[src/hw/rtl/bpf_pkg.sv]
// shared types, constants and the arctangent table for the branch power flow block
package bpf_pkg;

    localparam int CORDIC_STEPS = 24;
    localparam int FLOW_STAGES  = 6;
    localparam int SQRT_STEPS   = 32;
    // input register, cordic cells, flow stages, sqrt cells
    localparam int PIPE_STAGES  = 1 + CORDIC_STEPS + FLOW_STAGES + SQRT_STEPS;

    localparam logic signed [28:0] ANG_PI      = 29'sd52707179;
    localparam logic signed [28:0] ANG_HALF_PI = 29'sd26353589;
    localparam logic signed [28:0] ANG_TWO_PI  = 29'sd105414357;
    localparam logic signed [31:0] CORDIC_GAIN = 32'sd652032874;

    typedef struct packed {
        logic signed [23:0] gff;
        logic signed [23:0] bff;
        logic signed [23:0] gft;
        logic signed [23:0] bft;
        logic signed [23:0] gtf;
        logic signed [23:0] btf;
        logic signed [23:0] gtt;
        logic signed [23:0] btt;
        logic        [31:0] vv;
        logic        [31:0] vf2;
        logic        [31:0] vt2;
    } t_line;

    typedef struct packed {
        logic signed [31:0] x;
        logic signed [31:0] y;
        logic signed [27:0] z;
        logic               flip;
    } t_cord;

    typedef struct packed {
        logic signed [31:0] pf;
        logic signed [31:0] qf;
        logic signed [31:0] pt;
        logic signed [31:0] qt;
    } t_pq;

    typedef struct packed {
        t_pq         pq;
        logic [63:0] rem_f;
        logic [63:0] rem_t;
        logic [31:0] rt_f;
        logic [31:0] rt_t;
    } t_sq;

    function automatic logic signed [27:0] bpf_atan(input int unsigned step);
        case (step)
            0:       return 28'sd13176795;
            1:       return 28'sd7778716;
            2:       return 28'sd4110060;
            3:       return 28'sd2086331;
            4:       return 28'sd1047214;
            5:       return 28'sd524117;
            6:       return 28'sd262123;
            7:       return 28'sd131069;
            8:       return 28'sd65536;
            9:       return 28'sd32768;
            10:      return 28'sd16384;
            11:      return 28'sd8192;
            12:      return 28'sd4096;
            13:      return 28'sd2048;
            14:      return 28'sd1024;
            15:      return 28'sd512;
            16:      return 28'sd256;
            17:      return 28'sd128;
            18:      return 28'sd64;
            19:      return 28'sd32;
            20:      return 28'sd16;
            21:      return 28'sd8;
            22:      return 28'sd4;
            23:      return 28'sd2;
            default: return 28'sd0;
        endcase
    endfunction

endpackage

[src/hw/rtl/bpf_sqrt_cell.sv]
// one root digit cell for both ends, carries the flows alongside
module bpf_sqrt_cell #(
    parameter int unsigned K = 0
) (
    input  logic          i_clk,
    input  logic          i_en,
    input  bpf_pkg::t_sq  i_sq,
    output bpf_pkg::t_sq  o_sq
);
    import bpf_pkg::*;

    localparam logic [65:0] SQ_BIT   = 66'd1 << (2 * K);
    localparam logic [31:0] ROOT_BIT = 32'd1 << K;

    t_sq r_sq, n_sq;
    logic [65:0] w_trf, w_trt;

    always_comb begin
        // (root + 2^k)^2 - root^2 against what is left
        w_trf = ({34'd0, i_sq.rt_f} << (K + 1)) + SQ_BIT;
        w_trt = ({34'd0, i_sq.rt_t} << (K + 1)) + SQ_BIT;
        n_sq  = i_sq;
        if ({2'b00, i_sq.rem_f} >= w_trf) begin
            n_sq.rem_f = i_sq.rem_f - w_trf[63:0];
            n_sq.rt_f  = i_sq.rt_f | ROOT_BIT;
        end
        if ({2'b00, i_sq.rem_t} >= w_trt) begin
            n_sq.rem_t = i_sq.rem_t - w_trt[63:0];
            n_sq.rt_t  = i_sq.rt_t | ROOT_BIT;
        end
    end

    always_ff @(posedge i_clk) begin
        if (i_en) begin
            r_sq <= n_sq;
        end
    end

    assign o_sq = r_sq;
endmodule

[config.mk]
export PLATFORM = sky130hd
export DESIGN_NAME = bpf_sqrt_cell
export DESIGN_NICKNAME = d
export VERILOG_FILES = /design/src/hw/rtl/bpf_pkg.sv /design/src/hw/rtl/bpf_sqrt_cell.sv
export SDC_FILE = /design/constraint.sdc
export NUM_CORES = 1
export LEC_CHECK = 0
export ABC_AREA = 1
export BUFFER_PORTS_ARGS = -buffer_cell sky130_fd_sc_hd__buf_2
export CORE_UTILIZATION = 25
export DETAILED_ROUTE_END_ITERATION = 10
export HOLD_SLACK_MARGIN = 0.1
export PLACE_DENSITY = 0.55
export SYNTH_ARGS = -nofsm -noshare
export SYNTH_HDL_FRONTEND = slang
export SYNTH_SLANG_ARGS = --single-unit
[constraint.sdc]
create_clock -name i_clk -period 2.5 [get_ports i_clk]
set_input_delay 0.25 -clock i_clk [delete_from_list [all_inputs] [get_ports i_clk]]
set_output_delay 0.25 -clock i_clk [all_outputs]
set_load 0.05 [all_outputs]
==> reports/qor.yml <==
sta:
  min_period_over_period_pct: 97.1
  relSlewSlack_pct: 59.7
  max_clock_freq_mhz: 412
  hold_slack_ns: 0.128
  setup_slack_ns: 0.0735
  period_minus_slack_ns: 2.43
  slew_viol_final: 0
  worst-slew-pin-transition_ns: 0.605
  hold_violations: 0
  setup_viol: 0
placed_design:
  dp_hpwl_microns: 64200
  gp_congestion: 0.978
  port-buffer-count: 641
  dp_slack_ns: -0.0116
  place_area_sq_mm: 0.0251
clock_tree:
  clk_pin_slew_ns: 0.06
  tritoncts.num_buffers: 40
  cts_tree: "yes"
  htree_levels: 2
  cts_num_sinks: 320
  ctsRootBufferMaster: "clkbuf_16"
  cts_buffer_depth: 3
yosys:
  synth_seq_cells: 320
  ys_seq_area_share_pct: 49.9
  avgSynthCellArea_sq_um: 8.00
  syn-num-nets: 2795
  synth_warnings: 0
  syn_area_sq_mm: 0.0192
  ys_types: 33
  netlist_instances: 2405
global_route:
  grtUsageTotal_pct: 19.7
  overflow: 0
  grt_pass1_wl_microns: 116000
  antenna_found_initial: 11
  grt_max_degree: 60
  grt_pass1_vias: 20000
drt:
  postRouteAntennaNets: 0
  vias: 19500
  wire_per_inst_microns: 17.4
  drtIter0Drc: 980
  wirelength_microns: 80200
  drc: 0
  vias_per_cell: 4.24
  drt_first_pass_iters: 5
critical_path:
  cp_num_buf_inv: 4
  worstPathArrival_ns: 2.72
  cp_common_cell: "nand2_1"
  path_max_fanout: 3
  path_depth: 13
  critPathCaptureType: "flip-flop"
  crit_chain: "dlygate4sd3_1, buf_2, ha_1, nand2_1, buf_4, o21ai_0, inv_1, nand2_1, a21oi_1, nand2_1, a21oi_1, nand3_1, nand2_1"
  slowest_delay_ns: 0.60
  worst_setup_path_start_kind: "input port"
  critPathKind: "input port to flip-flop"
  worstPathRequired_ns: 2.80
  cp_slowest_cell: "dlygate4sd3_1"
  cp_top_family: "buffers and inverters"
cells_and_area:
  final-seq-area_sq_mm: 0.00961
  fillers: 7901
  utilization_pct: 38.9
  mostFrequentLayoutCells: "851 x nand2_1, 640 x buf_2, 442 x inv_1"
  design_area_sq_mm: 0.0296
  multi_input_area_sq_mm: 0.00807
  largest_register_ffs: 320
  final_nets: 3928
  area_growth_syn_to_layout_pct: 53.9
  final_common_cell: "nand2_1"
  drive_above_1_share_pct: 29.3
floorplanning:
  die_w_microns: 279
  io_pins: 642
  core_sq_mm: 0.0761
  rows: 101
  start_util_pct: 25.3
  fp.dieH_microns: 279
  die-area_sq_mm: 0.0781
worst_hold_path:
  hp-class: "input port to flip-flop"
  hold_path_depth: 3
flow_run:
  drv_cap: 0
run_status:
  status: "completed"
power_and_ir_drop:
  p_leak_nw: 14.2
  power_density_mw_per_mm2: 604
  ir_worst_vdd_mv: 0.486
## per-stage QoR
| step | setup TNS [ns] | power (W) | instances |
|---|---|---|---|
| 2_1_floorplan | 0 | 0.00995 | 2405 |
| 3_3_place_gp | -0.103 | 0.0119 | 4234 |
| 3_5_place_dp | -0.0116 | 0.0119 | 4234 |
| 4_1_cts | 0 | 0.0180 | 4594 |
| 5_1_grt | -0.00765 | 0.0187 | 4600 |
| 6_report | 0 | 0.0179 | 4601 |
## kinds of logic (layout without fill, tap and decap cells)
logic type | Yosys count | in the layout | synth area share (%)
XOR/XNOR | 59 | 59 | 2.69
buffers and inverters | 477 | 1641 | 9.74
AO/OA/AOI/OAI | 163 | 163 | 5.23
AND/OR/NAND/NOR | 1318 | 1318 | 27.9
adder cells (fa/ha/maj) | 68 | 68 | 4.50
flip-flops | 320 | 320 | 49.9
other | 0 | 2 | 0
## tightest hold or removal path, cell delays in order
cell and delay, ns:
buf_2 0.11, nand2_1 0.07, a21oi_2 0.08
## metal layers
metal	global-route usage [%]	part of all wire, %
met4	10.5	5.7
met2	37.0	51
met1	20.6	37
met5	0	0.11
met3	3.87	6.0
## final timing paths
| kind | to | from | slack, ns |
|---|---|---|---|
| worst min-delay path | o_sq[179]$_DFFE_PP_ | i_sq[179] | 0.13 |
| worst max-delay path | o_sq[190]$_DFFE_PP_ | i_sq[156] | 0.07 |
## area by class of cell
class	instances	share of cell area (%)
flip-flops and latches	320	32.5
multi-input cells	1608	27.2
repair buffers	1111	25.9
inverters	457	5.83
well taps	1030	4.35
clock buffers	47	3.54
clock inverters	26	0.706
diodes	2	0.0169
## repair_timing
item / in CTS / in global routing
gates resized for setup: 0 / 63
endpoints found under the setup margin: 0 / 116
hold buffers: 287 / 0
hold endpoints to repair: 287 / 0
setup buffers: 0 / 2
## cell usage after synthesis, drive strengths merged
master / number / area (sq um)
inv: 455 / 1710
buf: 20 / 156
nor2: 249 / 977
xor2: 22 / 193
nand4: 15 / 93.8
o21ai: 50 / 280
nand3: 114 / 571
edfxtp: 320 / 9610
or2: 5 / 31.3
clkinv: 2 / 7.51
nor3: 32 / 176
xnor2: 37 / 324
fa: 2 / 40.0
nand3b: 4 / 30.0
nand2: 899 / 3490
o21a: 2 / 15.0
o21bai: 6 / 45.0
a21o: 1 / 7.51
ha: 66 / 826
a21oi: 104 / 659
## report_power, final
group | internal [W] | switching, W
clock | 0.00324 | 0.00241
sequential | 0.00654 | 0.000160
combinational | 0.00172 | 0.00381
No activity file was read; power rests on OpenSTA's default activity.
