===== src/hw/rtl/bpf_pkg.sv =====
// shared types, constants and the arctangent table for the branch power flow block
package bpf_pkg;

    localparam int CORDIC_STEPS = 24;
    localparam int FLOW_STAGES  = 6;
    localparam int SQRT_STEPS   = 32;
    // input register, cordic cells, flow stages, sqrt cells
    localparam int PIPE_STAGES  = 1 + CORDIC_STEPS + FLOW_STAGES + SQRT_STEPS;

    localparam logic signed [28:0] ANG_PI      = 29'sd52707179;
    localparam logic signed [28:0] ANG_HALF_PI = 29'sd26353589;
    localparam logic signed [28:0] ANG_TWO_PI  = 29'sd105414357;
    localparam logic signed [31:0] CORDIC_GAIN = 32'sd652032874;

    typedef struct packed {
        logic signed [23:0] gff;
        logic signed [23:0] bff;
        logic signed [23:0] gft;
        logic signed [23:0] bft;
        logic signed [23:0] gtf;
        logic signed [23:0] btf;
        logic signed [23:0] gtt;
        logic signed [23:0] btt;
        logic        [31:0] vv;
        logic        [31:0] vf2;
        logic        [31:0] vt2;
    } t_line;

    typedef struct packed {
        logic signed [31:0] x;
        logic signed [31:0] y;
        logic signed [27:0] z;
        logic               flip;
    } t_cord;

    typedef struct packed {
        logic signed [31:0] pf;
        logic signed [31:0] qf;
        logic signed [31:0] pt;
        logic signed [31:0] qt;
    } t_pq;

    typedef struct packed {
        t_pq         pq;
        logic [63:0] rem_f;
        logic [63:0] rem_t;
        logic [31:0] rt_f;
        logic [31:0] rt_t;
    } t_sq;

    function automatic logic signed [27:0] bpf_atan(input int unsigned step);
        case (step)
            0:       return 28'sd13176795;
            1:       return 28'sd7778716;
            2:       return 28'sd4110060;
            3:       return 28'sd2086331;
            4:       return 28'sd1047214;
            5:       return 28'sd524117;
            6:       return 28'sd262123;
            7:       return 28'sd131069;
            8:       return 28'sd65536;
            9:       return 28'sd32768;
            10:      return 28'sd16384;
            11:      return 28'sd8192;
            12:      return 28'sd4096;
            13:      return 28'sd2048;
            14:      return 28'sd1024;
            15:      return 28'sd512;
            16:      return 28'sd256;
            17:      return 28'sd128;
            18:      return 28'sd64;
            19:      return 28'sd32;
            20:      return 28'sd16;
            21:      return 28'sd8;
            22:      return 28'sd4;
            23:      return 28'sd2;
            default: return 28'sd0;
        endcase
    endfunction

endpackage


===== src/hw/rtl/bpf_cordic_cell.sv =====
// one cordic rotation cell, carries the line data alongside
module bpf_cordic_cell #(
    parameter int unsigned STEP = 0
) (
    input  logic            i_clk,
    input  logic            i_en,
    input  bpf_pkg::t_cord  i_cord,
    input  bpf_pkg::t_line  i_line,
    output bpf_pkg::t_cord  o_cord,
    output bpf_pkg::t_line  o_line
);
    import bpf_pkg::*;

    localparam logic signed [27:0] ATAN = bpf_atan(STEP);

    t_cord r_cord, n_cord;
    t_line r_line;
    logic signed [31:0] w_xs, w_ys;

    always_comb begin
        w_xs   = $signed(i_cord.x) >>> STEP;
        w_ys   = $signed(i_cord.y) >>> STEP;
        n_cord = i_cord;
        if (!i_cord.z[27]) begin
            n_cord.x = $signed(i_cord.x) - w_ys;
            n_cord.y = $signed(i_cord.y) + w_xs;
            n_cord.z = $signed(i_cord.z) - ATAN;
        end else begin
            n_cord.x = $signed(i_cord.x) + w_ys;
            n_cord.y = $signed(i_cord.y) - w_xs;
            n_cord.z = $signed(i_cord.z) + ATAN;
        end
    end

    always_ff @(posedge i_clk) begin
        if (i_en) begin
            r_cord <= n_cord;
            r_line <= i_line;
        end
    end

    assign o_cord = r_cord;
    assign o_line = r_line;
endmodule


===== config.mk =====
export PLATFORM = sky130hd
export DESIGN_NAME = bpf_cordic_cell
export DESIGN_NICKNAME = d
export VERILOG_FILES = /design/src/hw/rtl/bpf_pkg.sv /design/src/hw/rtl/bpf_cordic_cell.sv
export SDC_FILE = /design/constraint.sdc
export NUM_CORES = 1
export LEC_CHECK = 0
export ABC_AREA = 1
export BUFFER_PORTS_ARGS = -buffer_cell sky130_fd_sc_hd__buf_2
export CORE_AREA = 3 3 293 295
export DETAILED_ROUTE_END_ITERATION = 8
export DIE_AREA = 0 0 296 298
export GPL_ROUTABILITY_DRIVEN = 0
export SYNTH_ARGS = -nofsm -noshare
export SYNTH_HDL_FRONTEND = slang
export SYNTH_SLANG_ARGS = --single-unit

===== constraint.sdc =====
create_clock -name i_clk -period 3.3 [get_ports i_clk]
set_input_delay 0.66 -clock i_clk [delete_from_list [all_inputs] [get_ports i_clk]]
set_output_delay 0.66 -clock i_clk [all_outputs]
set_load 0.05 [all_outputs]

==> flow_metrics.tcl, run 1 <==
set metrics [dict create \
    setup_viol 0 \
    critPathRequiredTime_ps 3640 \
    synth-async-reset-ratio_pct 0 \
    max_stage_delay_ps 540 \
    final_cell_count_no_fill 4131 \
    tightest_slew_ps 767 \
    syn-cell-area_um2 20400 \
    die_h_um 298 \
    cts_max_level 2 \
    coreArea_um2 83400 \
    crit_fanout 11 \
    final_layout_size_suffix_gt1_share_pct 28.9 \
    finalCriticalPeriod_ps 2400 \
    critical_path_buf_inv_count 2 \
    dp.cells 4014 \
    fin_setup_tns_ps 0 \
    syn_to_final_growth_pct 33.6 \
    arrival_ps 2740 \
    final_common_cell "buf_2" \
    status "finished clean" \
    numPortBuffers 763 \
    cts_root_buffer "clkbuf_16" \
    syn-instance-count 2200 \
    crit_cells 12 \
    seq_area_frac_synth_pct 56.0 \
    grt_pass1_wl_um 136000 \
    final_cell_mix "buf_2, nand2_1, edfxtp_1" \
    cts_buffers 47 \
    p_leak_nw 13.3 \
    io-pin-count 764 \
    wire_per_inst_um 24.3 \
    clock-sinks 380 \
    synth_flop_cell "edfxtp_1" \
    path_class "input port to flip-flop" \
    drv_slew 0 \
    initial_core_util_pct 24.4 \
    clockBufferDepth 3 \
    cts_tree "built" \
    drc 0 \
    crit_path_end_kind "flip-flop" \
    peakVddDrop_v 0.000452 \
    report.final.hold_viol_count 0 \
    clk_pin_slew_worst_paths_ps 60 \
    rows 106 \
    synth.avg_cell_area_um2 9.27 \
    endpoint "o_cord[85]$_DFFE_PP_" \
    hpwl_um 83700 \
    grt_pass1_vias 18049 \
    synth_edf_count 380 \
    crit_family "simple AND/OR/NAND/NOR gates" \
    cts_hold_buf 0 \
    nets 3490 \
    post-route-period-util_pct 72.6 \
    crit_start "i_cord[52]" \
    routed_wl_um 100000 \
    slew_headroom_pct 48.9 \
    grt-ovfl-total 0 \
    syn-num-nets 2707 \
    die_width_um 296 \
    dieArea_um2 88200 \
    cts_setup_buffers 0 \
    ys_warn_count 0 \
    fill_cells 8686 \
    postCtsResizedCells 0 \
    crit_top_cell "nand2_1" \
    grtUsageTotal_pct 21.9 \
    holdWs_ps 224 \
    hp-class "input port to flip-flop" \
    max_clock_freq_mhz 417 \
    antenna_found_initial 72 \
    vias_per_cell 4.56 \
    power_density_nw_per_um2 592 \
    critPathLaunchType "input port" \
    ant_nets 0 \
    synth-seq-cells 380 \
    cp_slowest_cell "ha_1" \
    rsz0062_at_grt "no" \
    vias 18850 \
    maxCapViolCount 0 \
    yosysUniqueCellTypes 38 \
    path_cells "buf_2 > inv_1 > ha_1 > nand2_1 > nor2_1 > nand2_1 > nor2_1 > nand2_1 > nand3_1 > nand2_1 > nand3_1 > nand2_1" \
    drt_pass1_iterations 6 \
    grt_max_degree 74 \
    drt_iter0_drc 1783 \
]
worst min path at each step:
stage	startpoint	end	slack [ps]	depth (start not counted)
after floorplan	i_cord[0]	o_cord[0]$_DFFE_PP_	760	0
after global placement	i_line[18]	o_line[18]$_DFFE_PP_	840	1
after detailed placement	i_line[236]	o_line[236]$_DFFE_PP_	840	1
after CTS	i_line[214]	o_line[214]$_DFFE_PP_	180	1
after global routing	i_line[255]	o_line[255]$_DFFE_PP_	190	1
final	i_line[4]	o_line[4]$_DFFE_PP_	220	1
synth_stat cells (5+ instances only):
library cell  number  share of area (%)
a21oi_1          107                2.6
a31oi_1            6               0.18
buf_2             14               0.34
buf_4             16               0.59
clkbuf_1           6               0.11
edfxtp_1         380                 56
ha_1             120                7.4
inv_1            360                6.6
nand2_1          684                 13
nand2_2            5               0.15
nand3_1          165                4.0
nand3b_1           5               0.18
nand4_1           25               0.77
nor2_1           135                2.5
nor2_2             6               0.18
nor3_1            14               0.34
o21a_1             5               0.18
o21ai_0           58                1.4
o21bai_1          14               0.52
xnor2_1            6               0.26
xor2_1            38                1.6
cells by family (layout without fill, tap and decap cells):
logic type      after synthesis  in the layout  synth area share [%]
buf+inv                     402           1223                  7.90
other cells                   0             30                     0
flops                       380            380                  56.0
fa+ha+maj                   124            124                  7.76
simple gates               1047           1047                  21.1
xor+xnor                     44             44                  1.89
compound gates              203            203                  5.41
per-stage QoR:
| stage | instance area (um^2) | power [mW] | worst slack (ps) | utilization (%) |
|---|---|---|---|---|
| 2_1_floorplan | 20400 | 8.94 | 637 | - |
| 3_3_place_gp | 25500 | 10.5 | 319 | 30.5 |
| 3_5_place_dp | 25500 | 10.5 | 374 | 30.5 |
| 4_1_cts | 27200 | 16.3 | 1020 | 32.6 |
| 5_1_grt | 27200 | 16.8 | 784 | 32.6 |
| 6_report | 27200 | 16.1 | 905 | 32.7 |
flip-flops by register name, indices dropped and copies added, names as in the netlist:
signal and flops:
o_cord 92, o_line 288
routing by layer:
layer | track usage (%) | vias up | part of all wire, %
met3 | 9.80 | 225 | 13
li1 | - | 8827 | -
met2 | 35.5 | 953 | 46
met1 | 25.2 | 8807 | 37
met5 | 0 | - | 0.24
met4 | 8.38 | 38 | 4.1
where the power goes:
part	switching [mW]	leakage [nW]	total [mW]	internal, mW
logic	3.39	8.72	4.38	0.991
clock network	2.29	0.814	5.69	3.40
registers	0.183	3.72	6.05	5.87
layout make-up:
class / instances / area [um^2] / share of cell area (%)
Tap cell: 1080 / 1350 / 4.96
Clock buffer: 50 / 1210 / 4.44
Timing Repair Buffer: 775 / 3990 / 14.7
Antenna cell: 30 / 75.1 / 0.276
Clock inverter: 37 / 482 / 1.77
Inverter: 361 / 1360 / 4.97
Multi-Input combinational cell: 1418 / 7370 / 27.1
Sequential cell: 380 / 11400 / 41.9
Note: power is estimated with default switching activity, not from simulation.
==> run 2, diff against run 1 <==
--- a/config.mk
+++ b/config.mk
@@ -5,11 +5,11 @@
 export SDC_FILE = /design/constraint.sdc
 export NUM_CORES = 1
 export LEC_CHECK = 0
-export ABC_AREA = 1
+export ABC_AREA = 0
 export BUFFER_PORTS_ARGS = -buffer_cell sky130_fd_sc_hd__buf_2
-export CORE_AREA = 3 3 293 295
+export CORE_AREA = 3 3 300 302
 export DETAILED_ROUTE_END_ITERATION = 8
-export DIE_AREA = 0 0 296 298
+export DIE_AREA = 0 0 303 305
 export GPL_ROUTABILITY_DRIVEN = 0
 export SYNTH_ARGS = -nofsm -noshare
 export SYNTH_HDL_FRONTEND = slang
==> constraint.sdc (replaced) <==
create_clock -name i_clk -period 1.9 [get_ports i_clk]
set_input_delay 0.38 -clock i_clk [delete_from_list [all_inputs] [get_ports i_clk]]
set_output_delay 0.38 -clock i_clk [all_outputs]
set_load 0.05 [all_outputs]
==> flow_metrics.tcl, run 2 <==
set metrics [dict create \
    grt_max_degree 86 \
    rsz0062_at_grt "yes" \
    rows 109 \
    clock-sinks 380 \
    min_from "i_en" \
    syn_to_final_growth_pct 80.7 \
    final_layout_size_suffix_gt1_share_pct 51.3 \
    yosysUniqueCellTypes 68 \
    wire_per_inst_um 26.2 \
    antenna_found_initial 54 \
    nets 3309 \
    clockBufferDepth 3 \
    power_density_nw_per_um2 910 \
    cts_max_level 2 \
    status "complete, but fails checks" \
    final_cell_count_no_fill 4024 \
    synth.avg_cell_area_um2 13.2 \
    initial_core_util_pct 20.3 \
    syn-cell-area_um2 17900 \
    seq_area_frac_synth_pct 63.9 \
    p_seq_share_pct 36.0 \
    final_common_cell "buf_2" \
    grt-ovfl-total 0 \
    switching_power_mw 10.5 \
    fin_setup_tns_ps -20120 \
    arrival_ps 2980 \
    maxCapViolCount 0 \
    coreArea_um2 88000 \
    swShare_pct 35.8 \
    grt_pass1_vias 17308 \
    critPathRequiredTime_ps 2270 \
    clk_pin_slew_worst_paths_ps 60 \
    min_to "o_line[22]$_DFFE_PP_" \
    synth_top_cells_by_area "edfxtp_1, ha_1, xnor2_1" \
    cts_buffers 47 \
    clock_power_share_pct 31.3 \
    vias_per_cell 4.30 \
    max_clock_freq_mhz 383 \
    post-synth-top-count-cell "edfxtp_1" \
    synthTopCellsByCount "edfxtp_1, a21oi_1, ha_1, nor2_1, inv_1" \
    syn-num-nets 1859 \
    holdWs_ps 75.6 \
    slew_headroom_pct 32.1 \
    violations "setup timing" \
    min_path_cells 1 \
    yosys.area.top_type "edfxtp_1" \
    synth-seq-cells 380 \
    comb_power_share_pct 32.7 \
    die_h_um 305 \
    die_width_um 303 \
    dp.cells 3595 \
    post-route-period-util_pct 137 \
    io-pin-count 764 \
    setup_ws_ps -710 \
    largest_register_ffs 288 \
    peakVddDrop_v 0.000779 \
    ys_warn_count 0 \
    cts_root_buffer "clkbuf_16" \
    drc 0 \
    routed_wl_um 106000 \
    report.final.hold_viol_count 0 \
    cts_tree "built" \
    grtUsageTotal_pct 21.8 \
    synth-async-reset-ratio_pct 0 \
    p_total_mw 29.4 \
    grt_pass1_wl_um 140000 \
    dieArea_um2 92400 \
    p_leak_nw 14.0 \
    ant_nets 0 \
    vias 17315 \
    hpwl_um 85600 \
    path_class "input port to flip-flop" \
    syn-instance-count 1352 \
    crit_path_end_kind "flip-flop" \
    tightest_slew_ps 1020 \
    finalCriticalPeriod_ps 2610 \
    drv_slew 0 \
    synth_top_area_share_pct 63.9 \
    hp-class "input port to flip-flop" \
    drt_iter0_drc 1288 \
    setup_viol 59 \
    crit_fanout 3 \
    synth_flop_cell "edfxtp_1" \
    fin_util_pct 36.7 \
    drt_pass1_iterations 5 \
    numPortBuffers 763 \
    synth_edf_count 380 \
    critPathLaunchType "input port" \
    p_int_mw 18.9 \
    final_cell_mix "buf_2, edfxtp_1, buf_4" \
]
## run 2: changes by cell type in the layout (fill, tap and decap cells not counted), sizes merged, moves of 68 or more
cell	delta
buf	+381
xnor2	+68
nand2	-633
dlygate4sd3	+289
nand3	-154
inv	-256
## run 2: metal layers
| metal | track usage [%] | up-vias | part of all wire [%] |
|---|---|---|---|
| li1 | - | 7933 | - |
| met1 | 25.9 | 8415 | 39 |
| met2 | 33.8 | 755 | 44 |
| met3 | 10.6 | 178 | 12 |
| met4 | 8.57 | 34 | 4.3 |
| met5 | 0 | - | 0.21 |
## run 2: repair_timing
item	4_1_cts	5_1_grt
gates resized for setup	131	107
setup endpoints to repair	62	66
hold endpoints to repair	289	0
gates cloned	0	0
setup buffers	23	25
pin swaps	57	106
hold buffers	289	0
## run 2: through the flow
| stage | setup slack, ps | area, um^2 |
|---|---|---|
| global route | -788 | 32300 |
| finish | -710 | 32300 |
| floorplan | -886 | 18600 |
| CTS | -658 | 31600 |
| detailed placement | -1420 | 26400 |
| global placement | -1390 | 26400 |
## run 2: cell families after synthesis
group                    Yosys count  share of synthesized area, %
AND/OR/NAND/NOR                  251                          6.45
adder cells (fa/ha/maj)          124                          8.85
multiplexers                       8                         0.455
XOR/XNOR                          84                          4.12
flip-flops                       380                          63.9
buffers and inverters            150                          3.32
AO/OA/AOI/OAI                    355                          13.0
## run 2: layout make-up
cell class / instances / area (um^2)
antenna: 20 / 50.0
clock buffer: 53 / 1220
clock inverter: 33 / 344
fill: 8631 / 55700
inverter: 106 / 474
multi-input combinational: 822 / 7270
sequential: 380 / 11400
tap: 1165 / 1460
timing repair buffer: 1445 / 10100
## run 2: worst max path at each step
stage / end / slack, ps / from / cells past startpoint
after floorplan: o_cord[22]$_DFFE_PP_ / -890 / i_cord[28] / 13
after global placement: o_cord[58]$_DFFE_PP_ / -1390 / i_cord[30] / 13
after CTS: o_cord[91]$_DFFE_PP_ / -660 / i_cord[61] / 14
after detailed placement: o_cord[58]$_DFFE_PP_ / -1420 / i_cord[30] / 13
after global routing: o_cord[87]$_DFFE_PP_ / -790 / i_cord[61] / 15
final: o_cord[87]$_DFFE_PP_ / -710 / i_cord[61] / 15
## run 2: worst max-delay path: stages
cell	delay [ps]
buf_12	110
inv_12	40
ha_4	120
fa_2	190
and2b_1	200
o31a_1	310
o221a_4	270
a211oi_4	370
o41ai_4	130
a21oi_2	200
buf_4	150
o21ai_2	50
a211oi_2	180
a21oi_1	80
xnor2_1	180
## run 2: power groups by stage
stage          registers [mW]  logic [mW]  clock network (mW)
2_1_floorplan            13.6        2.00                   0
3_3_place_gp             10.7        8.43                   0
3_5_place_dp             10.7        8.44                   0
4_1_cts                  10.6        9.32                9.48
5_1_grt                  10.6        10.1                9.75
6_report                 10.6        9.61                9.20
==> run 3, diff against run 2 <==
--- a/config.mk
+++ b/config.mk
@@ -7,10 +7,11 @@
 export LEC_CHECK = 0
 export ABC_AREA = 0
 export BUFFER_PORTS_ARGS = -buffer_cell sky130_fd_sc_hd__buf_2
-export CORE_AREA = 3 3 300 302
+export CORE_AREA = 3 3 299 301
 export DETAILED_ROUTE_END_ITERATION = 8
-export DIE_AREA = 0 0 303 305
+export DIE_AREA = 0 0 302 304
 export GPL_ROUTABILITY_DRIVEN = 0
+export REMOVE_ABC_BUFFERS = 1
 export SYNTH_ARGS = -nofsm -noshare
 export SYNTH_HDL_FRONTEND = slang
 export SYNTH_SLANG_ARGS = --single-unit
==> constraint.sdc (replaced) <==
create_clock -name i_clk -period 3.4 [get_ports i_clk]
set_input_delay 0.68 -clock i_clk [delete_from_list [all_inputs] [get_ports i_clk]]
set_output_delay 0.68 -clock i_clk [all_outputs]
set_load 0.05 [all_outputs]
==> flow_metrics.tcl, run 3 (synthesized netlist as in run 2, its figures left out) <==
set metrics [dict create \
    status "finished clean" \
    grt_pass1_wl_um 123000 \
    post-route-period-util_pct 96.7 \
    nets 2811 \
    coreArea_um2 86900 \
    p_total_mw 15.1 \
    clock-sinks 380 \
    arrival_ps 3700 \
    holdWs_ps 267 \
    clockBufferDepth 3 \
    report.final.hold_viol_count 0 \
    max_stage_delay_ps 390 \
    max_clock_freq_mhz 304 \
    p_int_mw 9.71 \
    initial_core_util_pct 20.6 \
    fin_setup_tns_ps 0 \
    dp.cells 3411 \
    final_common_cell "buf_2" \
    rsz0062_at_grt "no" \
    final_cell_count_no_fill 3522 \
    maxCapViolCount 0 \
    p_seq_share_pct 39.0 \
    cts_max_level 2 \
    crit_fanout 3 \
    vias 15377 \
    drt_iter0_drc 1325 \
    grt_pass1_vias 14624 \
    comb_power_share_pct 28.5 \
    drv_slew 0 \
    final_cell_mix "buf_2, edfxtp_1, buf_4" \
    grtUsageTotal_pct 19.3 \
    crit_family "compound AO/OA/AOI/OAI gates" \
    critPathLaunchType "input port" \
    die_h_um 304 \
    syn_to_final_growth_pct 45.3 \
    p_leak_nw 11.4 \
    cp_slowest_cell "fa_1" \
    critPathRequiredTime_ps 3810 \
    io-pin-count 764 \
    tightest_slew_ps 861 \
    path_cells "buf_2 > inv_1 > ha_1 > fa_1 > and2b_1 > o31a_1 > o221a_2 > a211oi_2 > o41ai_2 > a21oi_1 > buf_4 > o2111ai_1 > a211oi_1 > a31o_2 > a311oi_1" \
    path_class "input port to flip-flop" \
    clock_power_share_pct 32.4 \
    cts_buffers 46 \
    peakVddDrop_v 0.000492 \
    critical_path_buf_inv_count 3 \
    grt_max_degree 81 \
    hpwl_um 78800 \
    final_layout_size_suffix_gt1_share_pct 44.5 \
    grt-ovfl-total 0 \
    clk_pin_slew_worst_paths_ps 60 \
    setup_viol 0 \
    antenna_found_initial 83 \
    crit_path_end_kind "flip-flop" \
    largest_register_ffs 288 \
    die_width_um 302 \
    dieArea_um2 91800 \
    cts_tree "built" \
    drc 0 \
    rows 108 \
    numPortBuffers 763 \
    swShare_pct 35.7 \
    power_density_nw_per_um2 581 \
    cts_root_buffer "clkbuf_16" \
    drt_pass1_iterations 6 \
    ant_nets 0 \
    slew_headroom_pct 42.6 \
    vias_per_cell 4.37 \
    routed_wl_um 93000 \
    hp-class "input port to flip-flop" \
    switching_power_mw 5.39 \
    wire_per_inst_um 26.4 \
    fin_util_pct 29.9 \
    finalCriticalPeriod_ps 3290 \
]
## run 3: through the flow
step / cell area, um^2 / worst slack [ps]
global route: 25900 / 0.262
global placement: 24400 / -411
detailed placement: 24400 / -446
floorplan: 17700 / 46.7
finish: 26000 / 113
CTS: 25900 / 186
## run 3: area by class of cell
class	count	area, um^2
fillers	8969	60900
flip-flops and latches	380	11400
multi-input cells	822	5870
repair buffers	948	5310
well taps	1155	1450
clock buffers	55	1180
inverters	106	398
clock inverters	29	284
diodes	27	67.6
## run 3: per-layer routing
metal  global-route usage [%]  share of wire [%]
met1                     23.2                 39
met2                     29.5                 43
met3                     11.6                 15
met5                        0               0.21
met4                     4.43                2.4
## run 3: path summary, 6_finish.rpt
path              startpoint                   end  cells past startpoint
hold / removal     i_line[1]   o_line[1]$_DFFE_PP_                      1
setup / recovery  i_cord[61]  o_cord[91]$_DFFE_PP_                     15
## run 3: power groups by stage
| stage | combinational [mW] | sequential [mW] | clock, mW |
|---|---|---|---|
| 4_1_cts | 4.32 | 5.90 | 5.05 |
| 6_report | 4.31 | 5.89 | 4.89 |
| 2_1_floorplan | 0.948 | 7.61 | 0 |
| 3_3_place_gp | 4.30 | 5.98 | 0 |
| 3_5_place_dp | 4.31 | 5.98 | 0 |
| 5_1_grt | 4.54 | 5.93 | 5.23 |
## run 3: repair_timing
item                                    4_1_cts  5_1_grt
hold buffers                                  0        0
buffers inserted                              0        0
resized for setup                             0        1
endpoints found under the setup margin        0        1
